<file path="src/sv/spd_pkg.sv">
// ----------------------------------------------------------------------------
// spd_pkg
// Shared constants, types and arithmetic helpers for the stereo ping-pong
// delay.
// ----------------------------------------------------------------------------
package spd_pkg;

   localparam int STORE_DEPTH   = 65536;
   localparam int ADDR_W        = $clog2(STORE_DEPTH);
   localparam int SAMPLE_W      = 16;
   localparam int DELAY_W       = 16;
   localparam int GAIN_W        = 15;
   localparam int CSR_DATA_W    = 16;
   localparam int CSR_IDX_W     = 2;
   localparam int FIFO_PTR_W    = 1;
   localparam int FIFO_DEPTH    = 1 << FIFO_PTR_W;

   localparam int DELAY_RESET   = 22050;
   localparam int FB_MAX        = 31130;
   localparam int MIX_THRESHOLD = 32;

   typedef enum logic [CSR_IDX_W-1:0] {
      CSR_DELAY_LENGTH  = 2'd0,
      CSR_FEEDBACK_GAIN = 2'd1,
      CSR_MIX_GAIN      = 2'd2
   } csr_index_type;

   typedef logic signed [SAMPLE_W-1:0] sample_type;

   typedef struct packed {
      sample_type              left;
      sample_type              right;
      logic                    bypass;
      logic                    rd_valid;
      logic [ADDR_W-1:0]       rd_addr;
      logic [ADDR_W-1:0]       wr_addr;
   } spd_entry_type;

   typedef struct packed {
      logic [GAIN_W-1:0]       feedback;
      logic [GAIN_W-1:0]       mix;
   } spd_cfg_type;

   // sample * gain, rounded half up back to Q1.15 (17 bits to hold the range)
   function automatic logic signed [SAMPLE_W:0] mul_round(
      input sample_type s, input logic [GAIN_W-1:0] g);
      logic signed [SAMPLE_W-1:0] gs;
      logic signed [31:0]         p;
      gs = $signed({1'b0, g});
      p  = s * gs;
      p  = p + 32'sd16384;
      return p[31:15];
   endfunction

   function automatic sample_type sat_add(
      input sample_type s, input logic signed [SAMPLE_W:0] m);
      logic signed [SAMPLE_W+1:0] sum;
      sum = $signed({{2{s[SAMPLE_W-1]}}, s}) + $signed({m[SAMPLE_W], m});
      if (sum > 18'sd32767) begin
         return 16'sh7fff;
      end else if (sum < -18'sd32768) begin
         return 16'sh8000;
      end
      return sum[SAMPLE_W-1:0];
   endfunction

endpackage

</file>
<file path="src/sv/spd_fifo.sv">
// ----------------------------------------------------------------------------
// spd_fifo
// Short queue of classified entries between front and back.
// ----------------------------------------------------------------------------
module spd_fifo (
   input  logic                   clock,
   input  logic                   reset,
   input  logic                   push,
   input  spd_pkg::spd_entry_type push_entry,
   input  logic                   pop,
   output logic                   valid,
   output logic                   full,
   output spd_pkg::spd_entry_type head
);
   import spd_pkg::*;

   spd_entry_type         mem_ff [FIFO_DEPTH];
   logic [FIFO_PTR_W-1:0] wr_ptr_ff, wr_ptr_in;
   logic [FIFO_PTR_W-1:0] rd_ptr_ff, rd_ptr_in;
   logic [FIFO_PTR_W:0]   count_ff, count_in;
   logic                  do_push, do_pop;

   assign valid   = (count_ff != '0);
   assign full    = (count_ff == (FIFO_PTR_W+1)'(FIFO_DEPTH));
   assign head    = mem_ff[rd_ptr_ff];
   assign do_push = push && !full;
   assign do_pop  = pop && valid;

   always_comb begin
      wr_ptr_in = do_push ? wr_ptr_ff + 1'b1 : wr_ptr_ff;
      rd_ptr_in = do_pop  ? rd_ptr_ff + 1'b1 : rd_ptr_ff;
      count_in  = count_ff;
      if (do_push && !do_pop) begin
         count_in = count_ff + 1'b1;
      end else if (do_pop && !do_push) begin
         count_in = count_ff - 1'b1;
      end
   end

   always_ff @(posedge clock) begin
      if (reset) begin
         wr_ptr_ff <= '0;
         rd_ptr_ff <= '0;
         count_ff  <= '0;
      end else begin
         wr_ptr_ff <= wr_ptr_in;
         rd_ptr_ff <= rd_ptr_in;
         count_ff  <= count_in;
      end
   end

   always_ff @(posedge clock) begin
      if (do_push) begin
         mem_ff[wr_ptr_ff] <= push_entry;
      end
   end

endmodule

</file>
<file path="config.mk">
export PLATFORM = sky130hd
export DESIGN_NAME = spd_fifo
export DESIGN_NICKNAME = d
export VERILOG_FILES = /design/src/sv/spd_pkg.sv /design/src/sv/spd_fifo.sv
export SDC_FILE = /design/constraint.sdc
export NUM_CORES = 1
export LEC_CHECK = 0
export ABC_AREA = 1
export ABC_CLOCK_PERIOD_IN_PS = 5900
export BUFFER_PORTS_ARGS = -buffer_cell sky130_fd_sc_hd__buf_2
export CORE_MARGIN = 1
export CORE_UTILIZATION = 54
export CTS_BUF_LIST = sky130_fd_sc_hd__clkbuf_8
export CTS_CLUSTER_SIZE = 24
export DETAILED_ROUTE_END_ITERATION = 16
export GPL_TIMING_DRIVEN = 0
export PLACE_DENSITY = 0.84
export SYNTH_ARGS = -nofsm -noshare
export SYNTH_HDL_FRONTEND = slang
export SYNTH_SLANG_ARGS = --single-unit
</file>
<file path="constraint.sdc">
create_clock -name clock -period 5.9 [get_ports clock]
set_input_delay 1.18 -clock clock [delete_from_list [all_inputs] [get_ports clock]]
set_output_delay 1.18 -clock clock [all_outputs]
set_load 0.05 [all_outputs]
</file>
======== Word-level counts from Yosys, hierarchy flattened ========
Memories as Yosys holds them, arrays and structs flattened. A register that Yosys moved wholly into a read port is not among the register bits.
Index checks and enable logic that the tools add are counted.
word-level totals
  output and inout bits ................... 68
  input bits .............................. 70
  flip-flop bits (word level) ............. 4
  memories kept ........................... 1
  bits in writable memories ............... 132
operators by class
  equal/unequal tests ..................... 1
  $add $sub $neg .......................... 4
  reductions and logical operators ........ 9
  muxes and demuxes ....................... 6
memories
  name    words  width  rd ports  clocked after memory_dff  write ports  RTL line        RTL
  mem_ff  2      66     1         1                         1            spd_fifo.sv:17  spd_entry_type mem_ff [FIFO_DEPTH];
operators with widths
  cell                                              number
  logical AND 1 bit                                 4
  two-way mux 1 bit                                 4
  two-way mux 2 bit                                 2
  nonzero test 2 bit                                2
  logical NOT 1 bit                                 3
  adder 1 bit, second input constant                2
  adder 2 x 1 -> 2 bit, second input constant       1
  equality test 2 bit, second input constant        1
  subtractor 2 x 1 -> 2 bit, second input constant  1

======== Logic depth before layout (Yosys ltp) ========
  word-level depth ........................ 7
  depth in mapped cells ................... 10

======== Worst setup path after synthesis ========
No wires, ideal clock.
  path kind ............................... input to register
  start ................................... input push
  end ..................................... memory mem_ff[0][0] (netlist name), enable pin
  stages .................................. 2
  arrival ................................. 4043 ps
  library setup time ...................... 490 ps
  buffers on the path ..................... 0
  setup slack ............................. 1367 ps
  cells stage by stage .................... o21ai_1 nor2_1
between the ends
  longest elaborated chain between the ends .. 3
ends and longest elaborated chain
  what                                     RTL line        RTL
  start: declaration                       spd_fifo.sv:8   input logic push,
  logical AND 1 bit                        spd_fifo.sv:26  assign do_push = push && !full;
  two-way mux 1 bit                        spd_fifo.sv:53  if (do_push) begin
  two-way mux 1 bit (not written as such)  spd_fifo.sv:54  mem_ff[wr_ptr_ff] <= push_entry;
  end: declaration                         spd_fifo.sv:17
No other way between the ends.

==> results.tsv <==
stage	metric	value	unit
global_routing	grt_antenna_before_repair	0	
pwr	p_int	2030	µW
cts	cts_buffer_depth	2	
global_routing	grt_pass1_wl	12700	µm
global_routing	grt_max_degree	30	
sta	timing.fmax	0.347	GHz
synthesis	netlist_area	5160	µm²
die	core.rowCount	35	
pwr	p_sw_share	36.0	%
placement	numPortBuffers	137	
sta	period_minus_slack	2880	ps
synthesis	synth_nets	313	
worst_setup_path	crit_required	4720	ps
pwr	cellLeakagePower	0.00257	µW
synthesis	synth_top_area_share	76.8	%
finish	fin_cells	544	
die	io_pins	138	
finish	nets	473	
route	drtAntennaViolNets	0	
synthesis	synth-simple-area-share	1.41	%
placement	placed_area	6110	µm²
route	finalWirelength	8400	µm
synthesis	synth_cell_types	15	
worst_setup_path	end_kind	output pin	
synthesis	synth_edf_count	132	
cts	cts_buffers	17	
synthesis	synth_compound_area_share	0.485	%
finish	syn_to_final_growth	26.7	%
synthesis	synthMostInstantiatedCell	edfxtp_1	
synthesis	syn_area_per_cell	21.3	µm²
die	dieHeight	99.8	µm
synthesis	synthTopCellsByCount	edfxtp_1 (132), mux2_4 (40), mux2_2 (26)	
placement	place_congestion	0.697	
die	die_w	99.8	µm
worst_setup_path	crit_path_start_kind	register	
cts	h-tree-depth	4	
synthesis	synth_top_family_by_area	multiplexers	
sta	slew_headroom	62.7	%
sta	setup_viol	0	
route	viasPerCell	4.94	
synthesis	yosys_register_bits	137	
sta	tightest_slew	558	ps
cts	postCtsHoldBufs	0	
placement	dpl.hpwl	5710	µm
route	drc	0	
pwr	report.power.total	3180	µW
route	num_vias	2685	
synthesis	ys_warn_count	0	
cts	cts_setup_buffers	0	
worst_setup_path	cp.arrival	1700	ps
global_routing	track_usage	17.5	%
cts	cts-resized-gates	0	
cts	cts_tree	built	
placement	dp_cells	512	
finish	fin_util	70.8	%
synthesis	synth_flop_cell	edfxtp_1	
synthesis	ys_seq_area_share	78.7	%
job	maxCapViolCount	0	
finish	diodes	0	
route	first_iter_violations	61	
synthesis	synth.area.mux_share	17.3	%
worst_setup_path	crit_fanout	10	
pwr	p_sw	1140	µW
synthesis	synth_cells	242	
worst_setup_path	r2r_setup_slack	4180	ps
synthesis	synth_xor_area_share	0	%
finish	layout-drive-gt1-share	59.3	%
sta	finalSetupTns	0	ps
sta	hold_violations	0	
global_routing	grt-ovfl-total	0	
synthesis	postSynth.asyncResetShare	0	%
hold_path	hp-class	register to register	
pwr	pwr-share-seq	39.8	%
sta	maxSlewViolCount	0	
sta	rsz0062_at_grt	false	
pwr	p_per_area	486	nW/µm²
sta	min_period_over_period	48.9	%
die	dieArea	9960	µm²
cts	cts_num_sinks	137	
die	core	9240	µm²
pwr	ir_drop	0.355	mV
route	avgRoutedWirePerCell	15.4	µm
sta	finClkSkew	8.81	ps
synthesis	synth_fa_ha_area_share	0.242	%
worst_setup_path	path_class	register to output pin	
cts	cts.clk_slew.worst_paths	70	ps
pwr	combPwrFrac	34.6	%
synthesis	synth_top_cell_by_area	edfxtp_1	
cts	cts-root-buf	clkbuf_8	
outcome	status	finished, final reports clean	
global_routing	grt_pass1_vias	2719	
synthesis	synthTopCellsByArea	edfxtp_1 (77%), mux2_4 (12%), mux2_2 (5.7%)	
pwr	clkPwrFrac	25.6	%
cts	clk_latency	420	ps
die	initial_core_util	55.9	%
route	first_pass_iters	4	
finish	post-route-cell-area	6540	µm²
[power by group through the flow]
stage | Clock, µW | Sequential (µW) | Combinational [µW]
after floorplan | 0 | 1290 | 874
after global placement | 0 | 1300 | 1070
after detailed placement | 0 | 1290 | 1110
after CTS | 829 | 1270 | 1110
after global routing | 870 | 1270 | 1150
final | 813 | 1260 | 1100
[stage by stage]
step	setup WS, ps	hold slack (ps)
6_report	3020	507
5_1_grt	2930	547
4_1_cts	2980	511
3_5_place_dp	3380	494
3_3_place_gp	-197	477
2_1_floorplan	1370	465
[cell usage in the layout (no fill, tap or decap), drive strengths merged]
master    synthesis  layout
a21oi             2       2
buf               7     148
bufinv            0       4
clkbuf            0      17
clkinv            0       2
clkinvlp          0       4
dfxtp             5       5
edfxtp          132     132
ha                1       1
inv               8      13
mux2             66      66
nand2             7       7
nand3             2       2
nand4             1       1
nor2              8       8
o21ai             3       3
[final cells by class]
cell class	instances	area, µm²
buffer	7	66.3
clock buffer	17	234
clock inverter	15	201
fill	610	2700
inverter	8	30.0
multi-input combinational	90	1020
sequential	137	4060
tap	129	161
timing repair buffer	141	766
[sequential cells by signal (all words and copies together), names as in the netlist, named ones only]
signal	count
count_ff	2
mem_ff	132
rd_ptr_ff	1
wr_ptr_ff	1
[worst max-delay path, cell delays in order (launching register included)]
cell	delay, ps
dfxtp_1	360
buf_6	190
buf_6	200
mux2_4	320
buf_2	210
[layer usage]
layer | wire length [µm] | GRT usage [%]
met1 | 3400 | 19.4
met2 | 4260 | 29.4
met3 | 668 | 7.52
met4 | 76 | 7.47
met5 | 0 | 0
[final timing paths]
kind / startpoint / end / cells after the start
max: register / head[34] / 4
min: rd_ptr_ff$_SDFFE_PP0P_ / rd_ptr_ff$_SDFFE_PP0P_ / 2
max reg2reg: count_ff[1]$_SDFFE_PP0P_ / count_ff[1]$_SDFFE_PP0P_ / 9
min reg2reg: rd_ptr_ff$_SDFFE_PP0P_ / rd_ptr_ff$_SDFFE_PP0P_ / 2
[cell families after synthesis]
logic type,after synthesis
simple gates,18
flops,137
fa+ha+maj,1
mux,66
buf+inv,15
compound gates,5
(Power assumes the default switching activity.)
