--- config.mk ---
export PLATFORM = sky130hd
export DESIGN_NAME = spd_front_flat
export DESIGN_NICKNAME = d
export VERILOG_FILES = /design/src/sv/spd_pkg.sv /design/src/sv/spd_if.sv /design/src/sv/spd_front.sv /design/src/flat_wrapper.sv
export SDC_FILE = /design/constraint.sdc
export NUM_CORES = 1
export LEC_CHECK = 0
export ABC_AREA = 1
export BUFFER_PORTS_ARGS = -buffer_cell sky130_fd_sc_hd__buf_2
export CORE_MARGIN = 1
export CORE_UTILIZATION = 46
export DETAILED_ROUTE_END_ITERATION = 12
export PLACE_DENSITY_LB_ADDON = 0.15
export SETUP_SLACK_MARGIN = 0.1
export SLEW_MARGIN = 10
export SYNTH_ARGS = -nofsm -noshare
export SYNTH_HDL_FRONTEND = slang
export SYNTH_SLANG_ARGS = --single-unit
--- constraint.sdc ---
create_clock -name clock -period 6.8 [get_ports clock]
set_input_delay 1.02 -clock clock [delete_from_list [all_inputs] [get_ports clock]]
set_output_delay 1.02 -clock clock [all_outputs]
set_load 0.02 [all_outputs]
--- src/sv/spd_pkg.sv ---
// ----------------------------------------------------------------------------
// spd_pkg
// Shared constants, types and arithmetic helpers for the stereo ping-pong
// delay.
// ----------------------------------------------------------------------------
package spd_pkg;

   localparam int STORE_DEPTH   = 65536;
   localparam int ADDR_W        = $clog2(STORE_DEPTH);
   localparam int SAMPLE_W      = 16;
   localparam int DELAY_W       = 16;
   localparam int GAIN_W        = 15;
   localparam int CSR_DATA_W    = 16;
   localparam int CSR_IDX_W     = 2;
   localparam int FIFO_PTR_W    = 1;
   localparam int FIFO_DEPTH    = 1 << FIFO_PTR_W;

   localparam int DELAY_RESET   = 22050;
   localparam int FB_MAX        = 31130;
   localparam int MIX_THRESHOLD = 32;

   typedef enum logic [CSR_IDX_W-1:0] {
      CSR_DELAY_LENGTH  = 2'd0,
      CSR_FEEDBACK_GAIN = 2'd1,
      CSR_MIX_GAIN      = 2'd2
   } csr_index_type;

   typedef logic signed [SAMPLE_W-1:0] sample_type;

   typedef struct packed {
      sample_type              left;
      sample_type              right;
      logic                    bypass;
      logic                    rd_valid;
      logic [ADDR_W-1:0]       rd_addr;
      logic [ADDR_W-1:0]       wr_addr;
   } spd_entry_type;

   typedef struct packed {
      logic [GAIN_W-1:0]       feedback;
      logic [GAIN_W-1:0]       mix;
   } spd_cfg_type;

   // sample * gain, rounded half up back to Q1.15 (17 bits to hold the range)
   function automatic logic signed [SAMPLE_W:0] mul_round(
      input sample_type s, input logic [GAIN_W-1:0] g);
      logic signed [SAMPLE_W-1:0] gs;
      logic signed [31:0]         p;
      gs = $signed({1'b0, g});
      p  = s * gs;
      p  = p + 32'sd16384;
      return p[31:15];
   endfunction

   function automatic sample_type sat_add(
      input sample_type s, input logic signed [SAMPLE_W:0] m);
      logic signed [SAMPLE_W+1:0] sum;
      sum = $signed({{2{s[SAMPLE_W-1]}}, s}) + $signed({m[SAMPLE_W], m});
      if (sum > 18'sd32767) begin
         return 16'sh7fff;
      end else if (sum < -18'sd32768) begin
         return 16'sh8000;
      end
      return sum[SAMPLE_W-1:0];
   endfunction

endpackage

--- src/sv/spd_if.sv ---
// ----------------------------------------------------------------------------
// spd_if
// Valid/ready channel interfaces: sample input, sample output, register write.
// ----------------------------------------------------------------------------
interface spd_req_if;
   import spd_pkg::*;
   logic                       valid;
   logic                       ready;
   logic signed [SAMPLE_W-1:0] left_in;
   logic signed [SAMPLE_W-1:0] right_in;
   modport source (output valid, output left_in, output right_in, input ready);
   modport sink   (input valid, input left_in, input right_in, output ready);
endinterface


interface spd_csr_if;
   import spd_pkg::*;
   logic                  valid;
   logic                  ready;
   logic [CSR_IDX_W-1:0]  index;
   logic [CSR_DATA_W-1:0] data;
   modport source (output valid, output index, output data, input ready);
   modport sink   (input valid, input index, input data, output ready);
endinterface

--- src/sv/spd_front.sv ---
// ----------------------------------------------------------------------------
// spd_front
// Register file, bypass decision, read/write address generation and fill
// tracking. Pushes one classified entry per accepted beat.
// ----------------------------------------------------------------------------
module spd_front (
   input  logic                  clock,
   input  logic                  reset,
   spd_req_if.sink               req_if,
   spd_csr_if.sink               csr_if,
   input  logic                  fifo_full,
   output logic                  push,
   output spd_pkg::spd_entry_type push_entry,
   output spd_pkg::spd_cfg_type   cfg
);
   import spd_pkg::*;

   localparam int CW = ((ADDR_W > DELAY_W) ? ADDR_W : DELAY_W) + 1;

   logic [DELAY_W-1:0] delay_ff, delay_in;
   logic [GAIN_W-1:0]  fb_ff, fb_in;
   logic [GAIN_W-1:0]  mix_ff, mix_in;
   logic [ADDR_W-1:0]  wp_ff, wp_in;
   logic               wrapped_ff, wrapped_in;

   logic [CW-1:0]      d_ext;
   logic [ADDR_W-1:0]  d_clamp;
   logic [ADDR_W:0]    rp_wide;
   logic               bypass;

   assign csr_if.ready = 1'b1;
   assign req_if.ready = !fifo_full;
   assign push         = req_if.valid && !fifo_full;
   assign bypass       = (mix_ff <= GAIN_W'(MIX_THRESHOLD));

   always_comb begin
      delay_in = delay_ff;
      fb_in    = fb_ff;
      mix_in   = mix_ff;
      if (csr_if.valid) begin
         case (csr_if.index)
            CSR_DELAY_LENGTH:  delay_in = csr_if.data[DELAY_W-1:0];
            CSR_FEEDBACK_GAIN: fb_in    = csr_if.data[GAIN_W-1:0];
            CSR_MIX_GAIN:      mix_in   = csr_if.data[GAIN_W-1:0];
            default: ;
         endcase
      end
   end

   always_comb begin
      d_ext = CW'(delay_ff);
      if (d_ext == '0) begin
         d_ext = CW'(1);
      end else if (d_ext > CW'(STORE_DEPTH - 1)) begin
         d_ext = CW'(STORE_DEPTH - 1);
      end
      d_clamp = d_ext[ADDR_W-1:0];
      if (wp_ff >= d_clamp) begin
         rp_wide = {1'b0, wp_ff} - {1'b0, d_clamp};
      end else begin
         rp_wide = {1'b0, wp_ff} + (ADDR_W+1)'(STORE_DEPTH) - {1'b0, d_clamp};
      end
   end

   always_comb begin
      push_entry.left     = req_if.left_in;
      push_entry.right    = req_if.right_in;
      push_entry.bypass   = bypass;
      push_entry.rd_addr  = rp_wide[ADDR_W-1:0];
      push_entry.wr_addr  = wp_ff;
      push_entry.rd_valid = wrapped_ff || (rp_wide[ADDR_W-1:0] < wp_ff);
   end

   always_comb begin
      wp_in      = wp_ff;
      wrapped_in = wrapped_ff;
      if (push && !bypass) begin
         if (wp_ff == ADDR_W'(STORE_DEPTH - 1)) begin
            wp_in      = '0;
            wrapped_in = 1'b1;
         end else begin
            wp_in = wp_ff + 1'b1;
         end
      end
   end

   assign cfg.feedback = (fb_ff > GAIN_W'(FB_MAX)) ? GAIN_W'(FB_MAX) : fb_ff;
   assign cfg.mix      = mix_ff;

   always_ff @(posedge clock) begin
      if (reset) begin
         delay_ff   <= DELAY_W'(DELAY_RESET);
         fb_ff      <= '0;
         mix_ff     <= '0;
         wp_ff      <= '0;
         wrapped_ff <= 1'b0;
      end else begin
         delay_ff   <= delay_in;
         fb_ff      <= fb_in;
         mix_ff     <= mix_in;
         wp_ff      <= wp_in;
         wrapped_ff <= wrapped_in;
      end
   end

endmodule

--- src/flat_wrapper.sv ---
// flat-port wrapper written by rule: the top's interface ports become plain ports
module spd_front_flat import spd_pkg::*;
  (clock, reset, fifo_full, push, push_entry, cfg, req_if_valid, req_if_left_in, req_if_right_in, req_if_ready, csr_if_valid, csr_if_index, csr_if_data, csr_if_ready);
  spd_req_if req_if_i ();
  spd_csr_if csr_if_i ();
  input  logic clock;
  input  logic reset;
  input  logic fifo_full;
  output logic push;
  output spd_pkg::spd_entry_type push_entry;
  output spd_pkg::spd_cfg_type cfg;
  input wire logic [$bits(req_if_i.valid)-1:0] req_if_valid;
  input wire logic [$bits(req_if_i.left_in)-1:0] req_if_left_in;
  input wire logic [$bits(req_if_i.right_in)-1:0] req_if_right_in;
  output wire logic [$bits(req_if_i.ready)-1:0] req_if_ready;
  input wire logic [$bits(csr_if_i.valid)-1:0] csr_if_valid;
  input wire logic [$bits(csr_if_i.index)-1:0] csr_if_index;
  input wire logic [$bits(csr_if_i.data)-1:0] csr_if_data;
  output wire logic [$bits(csr_if_i.ready)-1:0] csr_if_ready;
  assign req_if_i.valid = req_if_valid;
  assign req_if_i.left_in = req_if_left_in;
  assign req_if_i.right_in = req_if_right_in;
  assign req_if_ready = req_if_i.ready;
  assign csr_if_i.valid = csr_if_valid;
  assign csr_if_i.index = csr_if_index;
  assign csr_if_i.data = csr_if_data;
  assign csr_if_ready = csr_if_i.ready;
  spd_front u_core (.clock(clock), .reset(reset), .req_if(req_if_i), .csr_if(csr_if_i), .fifo_full(fifo_full), .push(push), .push_entry(push_entry), .cfg(cfg));
endmodule
* After elaboration in Yosys (flattened, before gate mapping)
Cells that the tools add are included.
** Word-level totals
- Register bits after elaboration :: 63
- Bits of input ports :: 55
- Output and inout port bits :: 99
- Logic and storage cells :: 31
** Operators by class
- Add/sub/neg operators :: 4
- Magnitude comparators :: 4
- Equal/unequal tests :: 3
- Multiplexer cells :: 4
- Reduce and logical (&&, ||, !) cells :: 11
** Operator list (count)
- 2-to-1 mux 16 bit :: 3
- adder 16 x 1 -> 16 bit (second input constant) :: 2
- subtractor 16 bit :: 2
- == test 16 bit (second input constant) :: 1
- greater-or-equal comparator 16 bit :: 1
- logical NOT 16 bit :: 1
- < comparator 16 bit :: 1
- > comparator 15 bit (second input constant) :: 1
- less-or-equal comparator 15 x 6 -> 1 bit (second input constant) :: 1
- 2-to-1 mux 15 bit :: 1
- AND reduction 2 bit :: 4
- == test 2 x 1 -> 1 bit (second input constant) :: 1
- == test 2 bit (second input constant) :: 1
- logical AND 1 bit :: 2
- logical NOT 1 bit :: 2
- logical NOT 2 bit :: 1
- logical OR 1 bit :: 1

* Longest topological paths before layout
- Word-level depth :: 6
- Mapped depth :: 22
- Depth with buffers taken out :: 22

* Worst setup path after synthesis
OpenSTA, ideal clock, no wires.
- Path type :: register to output
- Start point :: register u_core.delay_ff[4]
- End point :: output push_entry[32] (netlist bit)
- Arrival time :: 2.978 ns
- Required time :: 5.780 ns
- Setup slack :: 2.802 ns
- Cell stages (with the launch flop) :: 19
- Path buffers :: 0
- Cells stage by stage :: dfxtp_1 nor4_1 a31o_2 ha_1 inv_1 fa_1 nand3_1 nand2_1 nand2_1 nand2_1 a21oi_1 xnor2_1 ha_1 nand2_1 inv_1 nand3_1 or2_2 o21ai_0 nand2_1
** RTL lines
- start, declared :: RTL line spd_front.sv:20 : logic [DELAY_W-1:0] delay_ff, delay_in;
- start signal, assigned :: RTL line spd_front.sv:92 : delay_ff <= DELAY_W'(DELAY_RESET);
- start signal, assigned :: RTL line spd_front.sv:98 : delay_ff <= delay_in;
- end, declared :: RTL line flat_wrapper.sv:10 : output spd_pkg::spd_entry_type push_entry;

==> impl_metrics.ini <==
[pwr]
swShare = 0.3173
switchingPower_uw = 288.3
p_per_area_nw_per_um2 = 190.2
leakagePower_uw = 0.002444
peakVddDrop_v = 0.0001106
p_clk_frac = 0.371
p_comb_frac = 0.197
internal_power_uw = 620.4
power_frac_seq = 0.432

[clock_network]
cts_setup_buffers = 0
clk_pin_slew_ns = 0.07
post_cts_resized = 0
clk_latency_ns = 0.34
clock_sinks = 63
root_buffer = clkbuf_8
cts_max_level = 3
numCtsBuffers = 9
cts_hold_buffers = 0
clk_path_buf_depth = 2
cts_tree = yes

[floorplanning]
coreArea_sq_um = 9196
dieHeight_um = 99.17
initial_core_util = 0.4722
die_width_um = 99.17
io-pin-count = 154
num_rows = 35
die-area_sq_um = 9834

[global_route]
grt_util_met2 = 0.3905
grt_max_degree = 49
busiest_layer = met2
grt_overflow = 0
grt_antenna_before_repair = 0
grt_pass1_vias = 3870
grt_pass1_wl_mm = 18.98
grtUsageMet1 = 0.3352
grtUsageTotal = 0.2453
gr-usage-met3 = 0.05130

[final_layout]
drive_gt1_frac = 0.1930
seqCellArea_sq_um = 1261
syn2layout_area_growth_pct = 9.997
fin_nets = 768
multi_input_area_sq_um = 2381
fillCellCount = 953
diodes = 0

[synthesis]
async_flop_share = 0
synthTopCellsByCount = 102 x nand2_1, 89 x inv_1, 75 x a21oi_1
synthCells = 634
avgSynthCellArea_sq_um = 6.850
synth_cell_type_count = 37
ys_ff_latch = 63
syn-cell-area_sq_um = 4343
synth_area_leaders = dfxtp_1 29%, ha_1 9.5%, nand2_1 8.8%
yosysMostFrequentCell = nand2_1
ys.flop_type = dfxtp_1
yosysWarnings = 0
synth_edf_count = 0
yosysSeqAreaShare = 0.2904
syn_nets = 723
yosysTopAreaCell = dfxtp_1
yosysTopAreaCellShare = 0.2904

[timing]
hold_ws_ns = 0.4655
worst_pin_slew_ns = 1.098
min_period_over_period = 0.7066
finalMaxSlewViolations = 0
fmax_mhz = 208.1
setup_violations = 0
rsz0062_at_grt = false
fin_tns_setup_ns = 0
slew_headroom = 0.2632
hold_viol_final = 0
fin_crit_ns = 4.805
clock_skew_ns = 0.01126

[placement]
gp_congestion = 0.9562
io_buffers = 88
hpwl_mm = 9.197

[worst_setup_path]
critPathLaunchType = register
worst-path-max-fanout = 4
rrSetupSlack_ns = 4.99
crit_required_ns = 5.78
cpLargestDelayFamily = simple AND/OR/NAND/NOR gates
cp-end-kind = output port
worst_ep_arrival_time_ns = 3.78
path_common_cell = nand2_1
cp.buffers_inverters = 3
slowest_delay_ns = 0.40
path_cells = inv_1 > nand4_1 > nor2_1 > a31o_2 > ha_1 > inv_1 > fa_1 > nand3_1 > nand2_1 > nand2_1 > nand2_1 > nand3_1 > nand2_1 > nand2_1 > nand2_1 > ha_1 > nand4_1 > or2_2 > o21ai_0 > nand2_1 > buf_2
cp_slowest_cell = fa_1
path_class = reg2out

[routing]
wire_per_inst_um = 14.89
drtIter0Drc = 167
postRouteAntennaNets = 0
drc_errors = 0
drt-total-wl_mm = 11.84
dr.pass1.iters = 5
viasPerCell = 5.201
num_vias = 4135

[run]
maxCapViolCount = 0

[run_status]
status = completed

[min_path]
hold_path_class = reg2reg
-- power by group through the flow --
stage | registers [uW] | logic (uW) | clock network (uW)
after CTS | 393 | 179 | 344
final | 393 | 179 | 337
after detailed placement | 402 | 178 | 0
after global placement | 401 | 176 | 0
after floorplan | 407 | 144 | 0
after global routing | 395 | 200 | 358
-- worst register-to-register path, cell delays in order (launching register included) --
cell	delay, ns
dfxtp_1	0.52
ha_1	0.28
nand3_1	0.14
nor2_4	0.20
and2_4	0.18
nand3_2	0.10
o21ai_2	0.21
nor2_2	0.07
-- cells in the final DEF, fill, tap and decap left out, types with 2 or more instances in the layout --
| cell | instances |
|---|---|
| ha_1 | 33 |
| a21o_1 | 4 |
| inv_1 | 88 |
| xor2_1 | 11 |
| buf_2 | 88 |
| nor4_1 | 2 |
| nand3_2 | 3 |
| nand4_1 | 14 |
| nor2_4 | 2 |
| clkbuf_8 | 10 |
| dfxtp_1 | 63 |
| o21bai_1 | 3 |
| inv_2 | 5 |
| clkinv_2 | 3 |
| o211ai_1 | 6 |
| nand3_1 | 39 |
| o21ai_0 | 50 |
| a21oi_1 | 75 |
| nand2_4 | 3 |
| nand2_1 | 102 |
| nor2_1 | 53 |
| nand2_2 | 4 |
| xnor2_1 | 2 |
| nor2_2 | 5 |
-- final timing paths --
| path | startpoint | endpoint | depth (start not counted) |
|---|---|---|---|
| max reg2reg | u_core.wp_ff[0] | u_core.wp_ff[11] | 7 |
| max | u_core.delay_ff[13] | push_entry[32] | 21 |
| min | u_core.mix_ff[8] | u_core.mix_ff[8] | 2 |
| min reg2reg | u_core.mix_ff[8] | u_core.mix_ff[8] | 2 |
-- area by class of cell --
cell class / count / area share
Clock buffer: 11 / 0.02960
Inverter: 95 / 0.07491
Tap cell: 111 / 0.02907
Clock inverter: 5 / 0.01179
Multi-Input combinational cell: 422 / 0.4984
Sequential cell: 63 / 0.2640
Timing Repair Buffer: 88 / 0.09219
-- stage by stage --
stage | setup WS, ns | cell area (sq um) | util | total power (uW) | instances
CTS | 1.995 | 4777 | 0.5195 | 916.0 | 795
floorplan | 2.802 | 4343 | - | 551.2 | 634
finish | 1.995 | 4777 | 0.5195 | 908.8 | 795
global route | 1.622 | 4777 | 0.5195 | 953.1 | 795
detailed placement | 2.383 | 4579 | 0.4980 | 579.3 | 779
global placement | 2.448 | 4579 | 0.4980 | 576.6 | 779
-- registers in the layout, indices dropped and copies added (netlist names) --
signal             count
u_core.mix_ff         15
u_core.fb_ff          15
u_core.delay_ff       16
u_core.wrapped_ff      1
u_core.wp_ff          16
-- cell families after synthesis --
| kind of cell | Yosys count | share of synthesized area |
|---|---|---|
| and+or+nand+nor | 233 | 0.2498 |
| buffers and inverters | 149 | 0.1613 |
| AOI/OAI and AO/OA | 141 | 0.1717 |
| DFF | 63 | 0.2904 |
| adders and majority gates | 34 | 0.09968 |
| xor gates and xnor gates | 13 | 0.02622 |
| other | 1 | 0.0008635 |
-- layer usage --
layer  vias up  wire, um
met3        19       655
met1      1894      5824
met2       100      5206
met4         0       150
met5         -         0
li1       2122         -
Power figures use the tool's default switching activity.
